$ cat src/qph_pkg.sv
package qph_pkg;

    localparam int OP_W       = 2;
    localparam int KEY_W      = 31;
    localparam int SLOT_W     = 5;
    localparam int STAT_W     = 2;
    localparam int DIGIT_W    = 8;
    localparam int RED_CYCLES = 4;
    localparam int RED_W      = RED_CYCLES * DIGIT_W;

    localparam logic [OP_W-1:0] OP_INSERT = 2'd0;
    localparam logic [OP_W-1:0] OP_SEARCH = 2'd1;
    localparam logic [OP_W-1:0] OP_DELETE = 2'd2;

    localparam logic [STAT_W-1:0] ST_EMPTY = 2'd0;
    localparam logic [STAT_W-1:0] ST_USED  = 2'd1;
    localparam logic [STAT_W-1:0] ST_GONE  = 2'd2;

    typedef struct packed {
        logic [STAT_W-1:0] status;
        logic [KEY_W-1:0]  key;
    } t_entry;

    typedef struct packed {
        logic              load;
        logic              red_step;
        logic              pos_init;
        logic              pos_adv;
        logic              clr_adv;
        logic              wr_en;
        logic [STAT_W-1:0] wr_status;
        logic              res_load;
        logic              res_hit;
        logic              out_load;
    } t_cmd;

    typedef struct packed {
        logic [OP_W-1:0]   op;
        logic [STAT_W-1:0] rd_status;
        logic              key_eq;
    } t_sts;

endpackage

$ cat src/qph_ctrl.sv
module qph_ctrl #(
    parameter int TABLE_SIZE = 32
) (
    input  logic           i_clk,
    input  logic           i_rst_n,
    input  logic           i_valid,
    output logic           o_ready,
    output logic           o_valid,
    input  logic           i_ready,
    output qph_pkg::t_cmd  o_cmd,
    input  qph_pkg::t_sts  i_sts
);
    import qph_pkg::*;

    localparam int SW = (TABLE_SIZE > 1) ? $clog2(TABLE_SIZE) : 1;
    localparam int CW = (SW > 2) ? SW : 2;

    localparam logic [2:0] S_CLEAR  = 3'd0;
    localparam logic [2:0] S_IDLE   = 3'd1;
    localparam logic [2:0] S_REDUCE = 3'd2;
    localparam logic [2:0] S_ISSUE  = 3'd3;
    localparam logic [2:0] S_PROBE  = 3'd4;
    localparam logic [2:0] S_RESULT = 3'd5;

    logic [2:0]    r_state, n_state;
    logic [CW-1:0] r_cnt, n_cnt;
    logic          r_valid, n_valid;
    logic          last_probe;
    logic          found;

    assign last_probe = (r_cnt == CW'(TABLE_SIZE - 1));
    assign found      = (i_sts.rd_status == ST_USED) && i_sts.key_eq;
    assign o_ready    = (r_state == S_IDLE);
    assign o_valid    = r_valid;

    always_comb begin
        n_state = r_state;
        n_cnt   = r_cnt;
        n_valid = r_valid;
        o_cmd   = '0;
        if (r_valid && i_ready) begin
            n_valid = 1'b0;
        end
        unique case (r_state)
            S_CLEAR: begin
                o_cmd.wr_en     = 1'b1;
                o_cmd.wr_status = ST_EMPTY;
                o_cmd.clr_adv   = 1'b1;
                n_cnt           = r_cnt + CW'(1);
                if (last_probe) begin
                    n_cnt   = '0;
                    n_state = S_IDLE;
                end
            end
            S_IDLE: begin
                if (i_valid) begin
                    o_cmd.load = 1'b1;
                    n_cnt      = '0;
                    n_state    = S_REDUCE;
                end
            end
            S_REDUCE: begin
                o_cmd.red_step = 1'b1;
                n_cnt          = r_cnt + CW'(1);
                if (r_cnt == CW'(RED_CYCLES - 1)) begin
                    n_cnt = '0;
                    if (i_sts.op == OP_INSERT || i_sts.op == OP_SEARCH ||
                        i_sts.op == OP_DELETE) begin
                        n_state = S_ISSUE;
                    end else begin
                        // unused opcode: fail without touching the table
                        o_cmd.res_load = 1'b1;
                        o_cmd.res_hit  = 1'b0;
                        n_state        = S_RESULT;
                    end
                end
            end
            S_ISSUE: begin
                o_cmd.pos_init = 1'b1;
                n_state        = S_PROBE;
            end
            S_PROBE: begin
                if (i_sts.op == OP_INSERT) begin
                    if (i_sts.rd_status != ST_USED) begin
                        o_cmd.wr_en     = 1'b1;
                        o_cmd.wr_status = ST_USED;
                        o_cmd.res_load  = 1'b1;
                        o_cmd.res_hit   = 1'b1;
                        n_state         = S_RESULT;
                    end else if (last_probe) begin
                        o_cmd.res_load = 1'b1;
                        n_state        = S_RESULT;
                    end else begin
                        o_cmd.pos_adv = 1'b1;
                        n_cnt         = r_cnt + CW'(1);
                    end
                end else begin
                    if (found) begin
                        // leave a tombstone so later chains stay reachable
                        o_cmd.wr_en     = (i_sts.op == OP_DELETE);
                        o_cmd.wr_status = ST_GONE;
                        o_cmd.res_load  = 1'b1;
                        o_cmd.res_hit   = 1'b1;
                        n_state         = S_RESULT;
                    end else if (i_sts.rd_status == ST_EMPTY || last_probe) begin
                        o_cmd.res_load = 1'b1;
                        n_state        = S_RESULT;
                    end else begin
                        o_cmd.pos_adv = 1'b1;
                        n_cnt         = r_cnt + CW'(1);
                    end
                end
            end
            S_RESULT: begin
                if (!r_valid || i_ready) begin
                    o_cmd.out_load = 1'b1;
                    n_valid        = 1'b1;
                    n_state        = S_IDLE;
                end
            end
            default: begin
                n_state = S_IDLE;
            end
        endcase
    end

    always_ff @(posedge i_clk) begin
        if (!i_rst_n) begin
            r_state <= S_CLEAR;
            r_cnt   <= '0;
            r_valid <= 1'b0;
        end else begin
            r_state <= n_state;
            r_cnt   <= n_cnt;
            r_valid <= n_valid;
        end
    end

    assert property (@(posedge i_clk) disable iff (!i_rst_n)
        o_cmd.wr_en |-> (r_state == S_CLEAR || r_state == S_PROBE))
        else $error("table write outside clear or probe");

    assert property (@(posedge i_clk) disable iff (!i_rst_n)
        r_state == S_PROBE |-> r_cnt <= CW'(TABLE_SIZE - 1))
        else $error("probe count past table size");

    assert property (@(posedge i_clk) disable iff (!i_rst_n)
        o_cmd.res_load |=> r_state == S_RESULT)
        else $error("result captured without entering result state");

    assert property (@(posedge i_clk) disable iff (!i_rst_n)
        o_cmd.out_load |=> (o_valid && r_state == S_IDLE))
        else $error("output load did not raise valid");

endmodule

$ cat src/qph_dp.sv
module qph_dp #(
    parameter int TABLE_SIZE = 32
) (
    input  logic                          i_clk,
    input  logic                          i_rst_n,
    input  qph_pkg::t_cmd                 i_cmd,
    output qph_pkg::t_sts                 o_sts,
    input  logic [qph_pkg::OP_W-1:0]      i_operation,
    input  logic [qph_pkg::KEY_W-1:0]     i_key,
    output logic                          o_status,
    output logic [qph_pkg::SLOT_W-1:0]    o_slot
);
    import qph_pkg::*;

    localparam int SW = (TABLE_SIZE > 1) ? $clog2(TABLE_SIZE) : 1;
    localparam logic [SW:0]   NV  = (SW+1)'(TABLE_SIZE);
    localparam logic [SW-1:0] C10 = SW'(10 % TABLE_SIZE);
    localparam logic [SW-1:0] C3  = SW'(3 % TABLE_SIZE);
    localparam logic [SW-1:0] C2  = SW'(2 % TABLE_SIZE);

    t_entry              r_mem [TABLE_SIZE];
    t_entry              r_rd_entry;
    logic [OP_W-1:0]     r_op;
    logic [KEY_W-1:0]    r_key;
    logic [RED_W-1:0]    r_red_sh;
    logic [SW-1:0]       r_rem, n_rem;
    logic [SW-1:0]       r_pos, n_pos;
    logic [SW-1:0]       r_step, n_step;
    logic [SW-1:0]       r_res_slot;
    logic                r_res_hit;
    logic                r_out_status;
    logic [SLOT_W-1:0]   r_out_slot;
    logic [SW:0]         red_t;
    logic [SW:0]         st_t;
    logic [SW:0]         ad_t;
    logic [SW:0]         sp_t;
    logic [SW-1:0]       start_pos;
    logic [SW-1:0]       adv_pos;
    logic [SW-1:0]       adv_step;

    // fold one key digit into the running remainder, one bit per step
    always_comb begin
        n_rem = r_rem;
        red_t = '0;
        for (int b = 0; b < DIGIT_W; b++) begin
            red_t = {n_rem, r_red_sh[RED_W-1-b]};
            if (red_t >= NV) begin
                red_t = red_t - NV;
            end
            n_rem = red_t[SW-1:0];
        end
    end

    always_comb begin
        st_t = (SW+1)'(r_rem) + (SW+1)'(C10);
        if (st_t >= NV) begin
            st_t = st_t - NV;
        end
        start_pos = st_t[SW-1:0];

        // successive quadratic offsets differ by 2i+3
        ad_t = (SW+1)'(r_pos) + (SW+1)'(r_step);
        if (ad_t >= NV) begin
            ad_t = ad_t - NV;
        end
        adv_pos = ad_t[SW-1:0];

        sp_t = (SW+1)'(r_step) + (SW+1)'(C2);
        if (sp_t >= NV) begin
            sp_t = sp_t - NV;
        end
        adv_step = sp_t[SW-1:0];
    end

    always_comb begin
        n_pos  = r_pos;
        n_step = r_step;
        if (i_cmd.clr_adv) begin
            n_pos = r_pos + SW'(1);
        end else if (i_cmd.pos_init) begin
            n_pos  = start_pos;
            n_step = C3;
        end else if (i_cmd.pos_adv) begin
            n_pos  = adv_pos;
            n_step = adv_step;
        end
    end

    always_ff @(posedge i_clk) begin
        if (!i_rst_n) begin
            r_pos <= '0;
        end else begin
            r_pos <= n_pos;
        end
    end

    always_ff @(posedge i_clk) begin
        r_step <= n_step;
        if (i_cmd.load) begin
            r_op     <= i_operation;
            r_key    <= i_key;
            r_red_sh <= RED_W'(i_key);
            r_rem    <= '0;
        end else if (i_cmd.red_step) begin
            r_red_sh <= r_red_sh << DIGIT_W;
            r_rem    <= n_rem;
        end
        if (i_cmd.res_load) begin
            r_res_hit  <= i_cmd.res_hit;
            r_res_slot <= r_pos;
        end
        if (i_cmd.out_load) begin
            r_out_status <= !r_res_hit;
            r_out_slot   <= r_res_hit ? SLOT_W'(r_res_slot) : '0;
        end
    end

    // table store: one write and one registered read per cycle
    always_ff @(posedge i_clk) begin
        if (i_cmd.wr_en) begin
            r_mem[r_pos] <= '{status: i_cmd.wr_status, key: r_key};
        end
        r_rd_entry <= r_mem[n_pos];
    end

    assign o_sts.op        = r_op;
    assign o_sts.rd_status = r_rd_entry.status;
    assign o_sts.key_eq    = (r_rd_entry.key == r_key);
    assign o_status        = r_out_status;
    assign o_slot          = r_out_slot;

endmodule

$ cat src/quadratic_probe_hash_table_top.sv
// Operation: an accepted request runs key reduction, one 8-bit key digit at a time, then probes
// p slots, p = probes used (1..TABLE_SIZE); an unused operation code skips the probes.
// A new request is taken only in idle, once the previous result has been loaded into the
// output register, which waits while the output is stalled; the table is read once per probe.
// Reset: synchronous, active low; a clearing pass then marks every slot empty,
// one slot a cycle, with input ready held low meanwhile.
module quadratic_probe_hash_table_top #(
    parameter int TABLE_SIZE = 32
) (
    input  logic                          i_clk,
    input  logic                          i_rst_n,
    input  logic                          i_valid,
    output logic                          o_ready,
    input  logic [qph_pkg::OP_W-1:0]      i_operation,
    input  logic [qph_pkg::KEY_W-1:0]     i_key,
    output logic                          o_valid,
    input  logic                          i_ready,
    output logic                          o_status,
    output logic [qph_pkg::SLOT_W-1:0]    o_slot
);
    import qph_pkg::*;

    t_cmd cmd;
    t_sts sts;

    qph_ctrl #(
        .TABLE_SIZE (TABLE_SIZE)
    ) u_ctrl (
        .i_clk   (i_clk),
        .i_rst_n (i_rst_n),
        .i_valid (i_valid),
        .o_ready (o_ready),
        .o_valid (o_valid),
        .i_ready (i_ready),
        .o_cmd   (cmd),
        .i_sts   (sts)
    );

    qph_dp #(
        .TABLE_SIZE (TABLE_SIZE)
    ) u_dp (
        .i_clk       (i_clk),
        .i_rst_n     (i_rst_n),
        .i_cmd       (cmd),
        .o_sts       (sts),
        .i_operation (i_operation),
        .i_key       (i_key),
        .o_status    (o_status),
        .o_slot      (o_slot)
    );

endmodule

$ cat config.mk
export PLATFORM = sky130hd
export DESIGN_NAME = quadratic_probe_hash_table_top
export DESIGN_NICKNAME = d
export VERILOG_FILES = /design/src/qph_pkg.sv /design/src/qph_ctrl.sv /design/src/qph_dp.sv /design/src/quadratic_probe_hash_table_top.sv
export SDC_FILE = /design/constraint.sdc
export NUM_CORES = 1
export LEC_CHECK = 0
export ABC_CLOCK_PERIOD_IN_PS = 4000
export BUFFER_PORTS_ARGS = -buffer_cell sky130_fd_sc_hd__buf_2
export CORE_ASPECT_RATIO = 2
export CORE_MARGIN = 1
export CORE_UTILIZATION = 52
export CTS_CLUSTER_SIZE = 14
export DETAILED_ROUTE_END_ITERATION = 16
export HOLD_SLACK_MARGIN = 0.15
export PLACE_DENSITY = 0.72
export SETUP_SLACK_MARGIN = 0.1
export SYNTH_ARGS = -nofsm -noshare
export SYNTH_HDL_FRONTEND = slang
export SYNTH_SLANG_ARGS = --single-unit
export TNS_END_PERCENT = 30
$ cat constraint.sdc
create_clock -name i_clk -period 4 [get_ports i_clk]
set_input_delay 0.2 -clock i_clk [delete_from_list [all_inputs] [get_ports i_clk]]
set_output_delay 0.2 -clock i_clk [all_outputs]
set_load 0.03 [all_outputs]
* After elaboration in Yosys (flattened, before gate mapping) *
Memories as Yosys holds them, arrays and structs flattened. A register that Yosys moved wholly into a read port is not among the register bits.
Cells that the tools add are included.

operators by class
  bitwise gates (word level) = 1
  $mul = 0
  divide/modulo/power cells = 0
  equal/unequal tests = 22
  $lt $le $gt $ge = 11
  reductions and logical operators = 17
  shift-type cells = 0
  add/sub/neg operators = 16
  multiplexer cells = 68

operator list
  kind                   number
  $mux W5                24
  $ge A6 B6 Y1 const B   11
  $mux W31               2
  $sub A5 B1 Y5 const B  11
  $mux W3                12
  $eq A31 B31 Y1         1
  $mux W1                24
  $pmux W5 S4            1
  $pmux W3 S6            1
  $reduce_and A6 Y1      2
  $add A5 B1 Y5 const B  2
  $ne A3 B3 Y1 const B   3
  $ne A2 B1 Y1 const B   4
  $add A5 B2 Y6 const B  1
  $add A5 B4 Y6 const B  1
  $add A5 B5 Y6          1
  $eq A3 B2 Y1 const B   2
  $eq A3 B3 Y1 const B   2
  $pmux W3 S2            1
  $eq A5 B2 Y1 const B   1
  $eq A5 B5 Y1 const B   1
  $eq A2 B1 Y1 const B   2
  $logic_not A2 Y1       2
  $logic_or A1 B1 Y1     4
  other kinds (15)       19

word-level totals
  bits in registers = 101
  ROM bits = 0
  bits in latches = 0
  memory bits (writable) = 1,056
  word-level logic and storage cells = 150
  memories = 1
  output and inout port bits = 8
  input port bits = 37

memories
  memory      depth  bits a word  read ports  clocked after memory_dff  write ports  RTL line      RTL
  u_dp.r_mem  32     33           1           1                         1            qph_dp.sv:21  t_entry r_mem [TABLE_SIZE];

* Depth between registers and ports, before layout *
Gate-level depths: netlist of run 1.

  depth in word-level cells = 16
  gate-level depth with buffers = 17
  gate-level depth less buffers = 12

* By module *
From an unflattened synthesis of run 1, not the netlist that was laid out.

unflattened totals
  cells, all modules = 3,456
  area total of the unflattened synthesis = 46,951.3 um2

modules (own cells, without submodules)
  module    area an instance (um2)  instances  seq. area each (um2)  cells an instance
  qph_dp    46,164.3                1          34,643.2              3,354
  qph_ctrl  787.0                   1          180.2                 102

* Worst setup path after synthesis of run 1 *
No wires, ideal clock.

  path kind = reg-to-reg
  start point = register u_dp.r_key[19]
  end point = memory u_dp.r_mem[15][0] in the netlist's numbering (enable)
  cell stages (with the launch flop) = 10
  required time = 3.577 ns
  data arrival time = 3.619 ns
  library setup time = 0.423 ns
  clock period less this slack = 4.042 ns
  slack = -0.042 ns
  buffers on the path = 0
  path through = edfxtp_1 > xor2_1 > nor4_1 > nand4_1 > o21ai_0 > o21ai_0 > o21ai_0 > and2_1 > nand2_1 > nor2_1

between the ends
  cells in the longest elaborated chain, start to end = 7

RTL lines
  element                        RTL line        RTL
  start: declaration             qph_dp.sv:24    logic [KEY_W-1:0] r_key;
  start signal: assignment       qph_dp.sv:101   r_key <= i_key;
  $eq A31 B31 Y1                 qph_dp.sv:128   assign o_sts.key_eq = (r_rd_entry.key == r_key);
  $logic_and A1 B1 Y1            qph_ctrl.sv:32  assign found = (i_sts.rd_status == ST_USED) && i_sts.key_eq;
  $mux W3                        qph_ctrl.sv:98  if (found) begin
  $mux W5                        qph_ctrl.sv:83  if (i_sts.op == OP_INSERT) begin
  $pmux W3 S2                    qph_ctrl.sv:44  unique case (r_state)
  $mux W1                        qph_dp.sv:120   if (i_cmd.wr_en) begin
  $mux W1 (implied by the code)  qph_dp.sv:121   r_mem[r_pos] <= '{status: i_cmd.wr_status, key: r_key};
  end: declaration               qph_dp.sv:21

Every way passes these cells.

* Worst setup path in the final report of run 1 *
  start point = register u_dp.r_key[6]
  end point = register u_dp.r_rd_entry[11] (netlist name)

between the ends
  cells in the longest elaborated chain, start to end = 8

RTL lines
  element              RTL line        RTL
  $eq A31 B31 Y1       qph_dp.sv:128
  $logic_and A1 B1 Y1  qph_ctrl.sv:32
  $mux W1              qph_ctrl.sv:98
  $mux W1              qph_ctrl.sv:83
  $mux W1              qph_ctrl.sv:44
  $mux W5              qph_dp.sv:83    end else if (i_cmd.pos_adv) begin
  $mux W5              qph_dp.sv:80    end else if (i_cmd.pos_init) begin
  $mux W5              qph_dp.sv:78    if (i_cmd.clr_adv) begin

Every way passes these cells.
A chain may end at the register's enable or synchronous reset.

==> run metrics, run 1 <==
status=completed; Antenna Violating Nets Remaining=0; # DRC=0; Reg-to-Reg Start=u_dp.r_key[6]; initial antenna violation count=0; Worst-path clk slew=0.07 ns; nets=3420; Setup-failing EPs final=0; Clock Tree Root=clkbuf_16; vias in the first global route=30.4k; Pint=19500 uW; Synth async-reset ratio=0%; Worst Tran Pin Value=1.01 ns; Sequential Power Share=53.3%; unrepaired setup endpoints after global routing=yes; worst hold start=i_key[23]; share of cells above drive strength 1=18.1%; num rows=158; largest net degree at the start of global routing=82; CP Launch Type=flop; mean area per synthesized cell=15.3 sq um; Starting Density=52.4%; worst hold path class=in2reg; P_sw=6280 uW; Lkg Pwr=0.0183 uW; Slew Limit Fails=0; Port Buffers=44; GRT Util Overall=27.7%; max cap viols=0; Slew HR=32.7%; Via density=6.41; final non-filler cell total=4648; worst hold margin=0.218 ns; reg-to-reg slack, setup=0.14 ns; Die X=218 um; io pins=45; Worst Setup SP=u_dp.r_key[6]; WP data arrival=4.46 ns; Gate Count Post-Synth=3166; library cells used by synthesis=82; EDFF count, synth=1125; Mapped Area=0.0485 sq mm; Crit Path Max Fanout=30; routed len/inst=28.1 um; gpl congestion=0.933; worst skew pair latency=0.70 ns; CTS tree=yes; H-tree levels=3; area post-placement=0.0520 sq mm; total number of vias=29.8k; Inst Count DP=4426; Max clock buf depth=3; Core Util, Final=60.1%; Core Box Area=0.0925 sq mm; Synth Warn #=0; multi-input logic area=0.0128 sq mm; reg-to-reg critical path endpoint=u_dp.r_rd_entry[11]; final worst-path cycle share=96.6%; sequential cell area fraction in the yosys report=71.9%; Critical Path RT=4.60 ns; Final Skew=0.0295 ns; Chip Height=434 um; first-pass GRT wire length=191000 um; TritonCTS Buffers=97; Sw Ratio=24.3%; final hold violations=0; ys flop type=edfxtp_1; post-DP HPWL=81800 um; nature of the critical path endpoint=flop; #FFs+latches synth=1177; Reg2Reg Depth=11; Synth Net Count=3215; DRT Pass-1 Iters=7; register area=0.0348 sq mm; Peak Freq=259 MHz; Critical Path End=u_dp.r_rd_entry[11]; Comb pwr share=11.7%; PwrDens=464 mW/mm^2; critical path class=reg2reg; grt ovf=0; Tmin final=3.86 ns; clock power share=35.0%; final instance area=0.0556 sq mm; TritonCTS sink count=1177; peak supply drop=0.000568 V; die area=0.0945 sq mm; # fillers=6707; 1st-iter DRT viols=3221; area grow syn2layout=14.8%; WL final=131000 um
-- layout by cell type (no fill, tap or decap), drive strengths merged, types with 18 or more instances in the layout --
cell type	instances
a211o	32
a211oi	38
a21boi	35
a21oi	84
a22o	32
a32oi	32
buf	300
clkbuf	162
dfxtp	52
dlygate4sd3	37
edfxtp	1125
inv	75
mux2	55
mux2i	272
mux4	32
nand2	356
nand3	137
nor2	58
nor4	18
o2111ai	130
o21ai	148
o311ai	64
xor2	37
-- critical path: stages (launching register included) --
cell and delay (ns):
edfxtp_1 0.43, xor2_1 0.33, nor4_1 0.51, and4_2 0.42, a21oi_2 0.11, nor3_4 0.30
buf_12 0.31, buf_4 0.31, mux2i_1 0.11, mux4_2 0.49, a22o_1 0.26, a211oi_2 0.16
-- state kept, by name, indices dropped and copies added (netlist names), 2 cells and up --
signal	count
u_dp.r_mem	1056
u_dp.r_key	31
u_dp.r_rd_entry	31
u_dp.r_red_sh	20
u_ctrl.r_cnt	5
u_dp.o_slot	5
u_dp.r_pos	5
u_dp.r_rem	5
u_dp.r_res_slot	5
u_dp.r_step	4
u_ctrl.r_state	3
u_dp.o_sts	2
u_dp.r_op	2
-- worst min-delay path by stage --
stage	end	slack, ns	cells after the start
6_report	u_dp.r_key[23]	0.22	2
3_5_place_dp	u_dp.r_key[13]	0.38	1
5_1_grt	u_dp.r_key[23]	0.21	2
3_3_place_gp	u_dp.r_key[23]	0.38	1
4_1_cts	u_dp.r_key[22]	0.19	2
2_1_floorplan	u_dp.r_key[0]	0.30	0
-- layout make-up --
class / instances / share of cell area [%]
diodes: 1 / 0.00450
repair buffers: 338 / 5.99
clock inverters: 14 / 0.252
well taps: 1200 / 2.70
clock buffers: 161 / 4.96
multi-input cells: 1686 / 23.0
flip-flops and latches: 1177 / 62.6
inverters: 71 / 0.479
-- Yosys cell counts, types with 12 or more instances --
library cell | instances | area, sq um
a211o_1 | 32 | 280
a211oi_2 | 32 | 400
a21boi_1 | 29 | 218
a21oi_1 | 82 | 410
a22o_1 | 32 | 280
a32oi_1 | 32 | 280
and2_1 | 15 | 93.8
buf_1 | 21 | 78.8
buf_2 | 49 | 245
buf_6 | 15 | 169
clkbuf_1 | 128 | 480
dfxtp_1 | 52 | 1040
edfxtp_1 | 1125 | 33800
inv_1 | 71 | 267
mux2_2 | 52 | 586
mux2i_1 | 272 | 2720
mux4_2 | 32 | 721
nand2_1 | 355 | 1330
nand3_1 | 137 | 686
nor2_1 | 55 | 206
nor4_1 | 15 | 93.8
o2111ai_1 | 130 | 1140
o21ai_0 | 135 | 676
o21ai_1 | 12 | 60.1
o311ai_0 | 13 | 114
o311ai_1 | 51 | 447
xor2_1 | 37 | 324
-- power groups by stage --
stage               logic (uW)  registers, uW  clock network (uW)
finish                    3020          13700                9030
global route              3160          13700                9490
CTS                       2920          13700                9070
detailed placement        2830          14000                   0
global placement          2770          14000                   0
floorplan                 1720          13900                   0
-- through the flow --
stage          worst slack [ns]  setup TNS, ns  power [uW]
2_1_floorplan           -0.0422         -39.88       15600
3_3_place_gp             -0.372          -1.27       16800
3_5_place_dp             -0.371          -1.45       16800
4_1_cts                  0.0201              0       25700
5_1_grt                  0.0507              0       26400
6_report                  0.138              0       25800
-- cell families after synthesis --
group,synth area share [%]
mux,8.38
fa+ha+maj,0.325
buf+inv,2.89
simple gates,6.08
compound gates,9.70
flops,71.9
xor+xnor,0.759
-- metal layers --
| metal | up-vias | share of wire [%] | GRT usage (%) |
|---|---|---|---|
| met5 | - | 0 | 0 |
| met4 | 0 | 5.9 | 16.1 |
| met3 | 409 | 7.5 | 4.19 |
| met2 | 1615 | 52 | 48.6 |
| met1 | 15000 | 35 | 32.0 |
| li1 | 12800 | - | - |
-- timing repair --
item / in CTS / in global routing
hold buffers: 37 / 0
endpoints found under the hold margin: 67 / 0
pin swaps: 0 / 3
setup endpoints to repair: 16 / 32
cloned: 0 / 1
buffers inserted: 0 / 8
gates resized for setup: 21 / 23
No activity file was read; power rests on OpenSTA's default activity.
==> run 2: changes to the inputs <==
SYNTH_HIERARCHICAL = 1   (was unset)
==> run 2 against run 1 <==
Against the previous run:
- the run now ends with setup timing left
- clock-buffer cell count up 2
- global-route usage up 4.2 points
- clock skew up 0.0070 ns
- register-to-register slack worse by 0.90 ns
- die area down 3.1%
- flip-flop and latch count unchanged
- fmax down 19%
==> run metrics, run 2 <==
PwrDens=459 mW/mm^2 (-1.1%); Slew Limit Fails=0 (unchanged); num rows=155 (-1.9%); TritonCTS Buffers=99 (+2.1%); Worst Setup SP=u_dp/r_key[23]; final worst-path cycle share=119% (+23 points); Chip Height=427 um (-1.6%); unrepaired setup endpoints after global routing=yes; Most flops, register=u_dp/r_mem; commonest non-fill, non-tap cell in the layout=edfxtp_1; Max clock buf depth=3 (unchanged); most instantiated cells after synthesis=1125 x edfxtp_1, 746 x nand2_1, 291 x and3_1; Via density=6.38 (-0.46%); post-DP HPWL=84000 um (+2.7%); area leader, netlist=edfxtp_1; Starting Density=52.5% (+0.13 points); pre-CTS setup slack=-1.34 ns (-0.969 ns); 1st-iter DRT viols=4140 (+29%); worst hold margin=0.217 ns (-0.00109 ns); mean area per synthesized cell=13.6 sq um (-11%); nature of the critical path endpoint=flop; biggest regs=u_dp/r_mem (1056), u_dp/r_key (31), u_dp/r_rd_entry (31); #FFs+latches synth=1177 (unchanged); Setup-failing EPs final=34 (+34); critical path class=reg2reg; final worst setup slack=-0.764 ns (-0.901 ns); # DRC=0 (unchanged); GRT Util Overall=31.9% (+4.2 points); count leader, synth=edfxtp_1; Lkg Pwr=0.0210 uW (+15%); total number of vias=32.7k (+9.7%); worst hold start=i_key[22]; Reg-to-Reg Start=u_dp/r_key[23]; max cap viols=0 (unchanged); Port Buffers=44 (unchanged); crit path buf inv count=5 (+3); largest net degree at the start of global routing=37 (-55%); Synth async-reset ratio=0% (unchanged); Crit path max-delay family=simple AND/OR/NAND/NOR gates; io pins=45 (unchanged); Gate Count Post-Synth=3456 (+9.2%); worst path cell trace=xor2_1 -> nor4_4 -> nand4_1 -> nor4_4 -> buf_4 -> o21a_1 -> o32a_4 -> nor2_4 -> mux2_4 -> o21ai_4 -> buf_6 -> nand2_8 -> buf_12 -> buf_12 -> buf_16 -> mux2i_1 -> a211oi_2 -> nor3_2 -> nand4_1; worst hold path class=in2reg; CTS tree=yes; status=finished with violations; EDFF count, synth=1125 (unchanged); routed len/inst=29.5 um (+4.8%); die area=0.0916 sq mm (-3.1%); multi-input logic area=0.0124 sq mm (-3.2%); ys flop type=edfxtp_1; Tmin final=4.76 ns (+0.901 ns); gpl congestion=0.861 (-7.7%); Peak Freq=210 MHz (-19%); initial antenna violation count=5 (+5); first-pass GRT wire length=209000 um (+9.6%); commonest cells after routing, fill and taps aside=1125 x edfxtp_1, 738 x nand2_1, 255 x and3_1; H-tree levels=3 (unchanged); peak supply drop=0.000460 V (-19%); Core Box Area=0.0894 sq mm (-3.4%); Synth area leaders=edfxtp_1 72%, nand2_1 6.0%, and3_1 3.9%; WP data arrival=5.35 ns (+0.89 ns); Slew HR=49.0% (+16 points); Synth Net Count=3506 (+9.1%); final non-filler cell total=5123 (+10%); area grow syn2layout=25.2%; Mapped Area=0.0470 sq mm (-3.1%); Antenna Violating Nets Remaining=0 (unchanged); Synth Warn #=6 (+6); # fillers=5705 (-15%); Clock Tree Root=clkbuf_16; Crit Path Max Fanout=8 (-73%); vias in the first global route=32.2k (+5.9%); failing checks=setup timing; Inst Count DP=4826 (+9.0%); grt ovf=0 (unchanged); CP peak stage delay=0.53 ns (+0.02 ns); Worst-path clk slew=0.07 ns (about the same); WL final=151000 um (+16%); final hold violations=0 (unchanged); register area=0.0348 sq mm (unchanged); sequential cell area fraction in the yosys report=74.2% (+2.3 points); library cells used by synthesis=66 (-20%); Critical Path RT=4.59 ns (about the same); Worst Tran Pin Value=0.764 ns (-0.245 ns); DRT Pass-1 Iters=8 (+1); top cell type's share of synthesized area=72.0% (+2.2 points); nets=3913 (+14%); CP Launch Type=flop; TritonCTS sink count=1177 (unchanged); share of cells above drive strength 1=22.7% (+4.5 points); worst skew pair latency=0.72 ns (+0.02 ns); Die X=214 um (-1.6%); max reg flops=1056 (unchanged); CP max-delay cell=nor4_4; Final Skew=0.0364 ns (+0.00695 ns)
-- run 2: cell types whose count changed in the layout (fill, tap and decap cells not counted), moves of 65 or more --
cell	before	now
a31oi_1	1	97
mux2i_1	272	43
o2111ai_1	130	0
buf_12	60	137
nand2_1	355	738
and3_1	7	255
nand3_1	136	242
inv_1	71	6
o21ai_0	135	24
-- run 2: cells by family (layout without fill, tap and decap cells) --
group | after synthesis | in the layout | synth area share [%]
and+or+nand+nor | 1489 | 1489 | 14.9
DFF | 1177 | 1177 | 74.2
AOI/OAI and AO/OA | 418 | 419 | 5.88
buffers and inverters | 246 | 731 | 2.33
muxes | 73 | 73 | 1.63
xor gates and xnor gates | 39 | 39 | 0.728
adders and majority gates | 14 | 14 | 0.384
other | 0 | 4 | 0
-- run 2: final cells by class --
| class | instances | share of cell area, % |
|---|---|---|
| clock buffer | 163 | 4.79 |
| clock inverter | 17 | 0.472 |
| tap | 1177 | 2.50 |
| inverter | 7 | 0.0447 |
| sequential | 1177 | 59.2 |
| multi-input combinational | 2034 | 21.1 |
| antenna | 4 | 0.0170 |
| timing repair buffer | 544 | 11.8 |
-- run 2: worst register-to-register path: stages (launching register included) --
cell,delay [ns]
edfxtp_1,0.45
xor2_1,0.25
nor4_4,0.53
nand4_1,0.34
nor4_4,0.51
buf_4,0.19
o21a_1,0.14
o32a_4,0.17
nor2_4,0.05
mux2_4,0.33
o21ai_4,0.17
buf_6,0.14
nand2_8,0.09
buf_12,0.18
buf_12,0.17
buf_16,0.15
mux2i_1,0.28
a211oi_2,0.14
nor3_2,0.26
nand4_1,0.13
-- run 2: metal layers --
metal | routed length (um) | part of all wire [%] | global-route usage (%) | up-vias
met2 | 75700 | 50 | 55.6 | 2243
met3 | 14600 | 9.6 | 5.08 | 622
met4 | 12800 | 8.5 | 23.4 | 2
li1 | - | - | - | 13800
met1 | 47800 | 32 | 35.2 | 16000
met5 | 13 | 0.0086 | 0 | -
-- run 2: power by group --
group | internal [uW] | total [uW] | leakage [uW] | switching (uW)
registers | 13500 | 13600 | 0.0106 | 127
logic | 1770 | 3890 | 0.00889 | 2110
clock network | 5100 | 9440 | 0.00148 | 4350
total | 20400 | 27000 | 0.0210 | 6580
-- run 2: metrics by stage --
stage / util (%) / instance area [sq um] / total power (uW) / TNS [ns]
floorplan: - / 47000 / 15400 / -175.59
global placement: 58.6 / 52400 / 16600 / -541.02
global route: 65.8 / 58800 / 27600 / -21.09
detailed placement: 58.6 / 52400 / 16700 / -515.36
finish: 65.8 / 58800 / 27000 / -21.29
CTS: 64.7 / 57800 / 26700 / -11.93
-- run 2: final timing paths --
kind	endpoint	slack, ns	cells after the start
hold reg to reg	u_ctrl/r_cnt[1]	0.48	2
setup reg to reg	u_dp/r_rd_entry[24]	-0.76	19
setup / recovery	u_dp/r_rd_entry[24]	-0.76	19
hold / removal	u_dp/r_key[22]	0.22	2
-- run 2: what timing repair did --
item,4_1_cts,5_1_grt
setup buffers,16,19
hold endpoints to repair,77,0
resized for setup,215,114
setup endpoints to repair,1100,1035
gates cloned,33,10
pin swaps,82,53
hold buffers,36,0
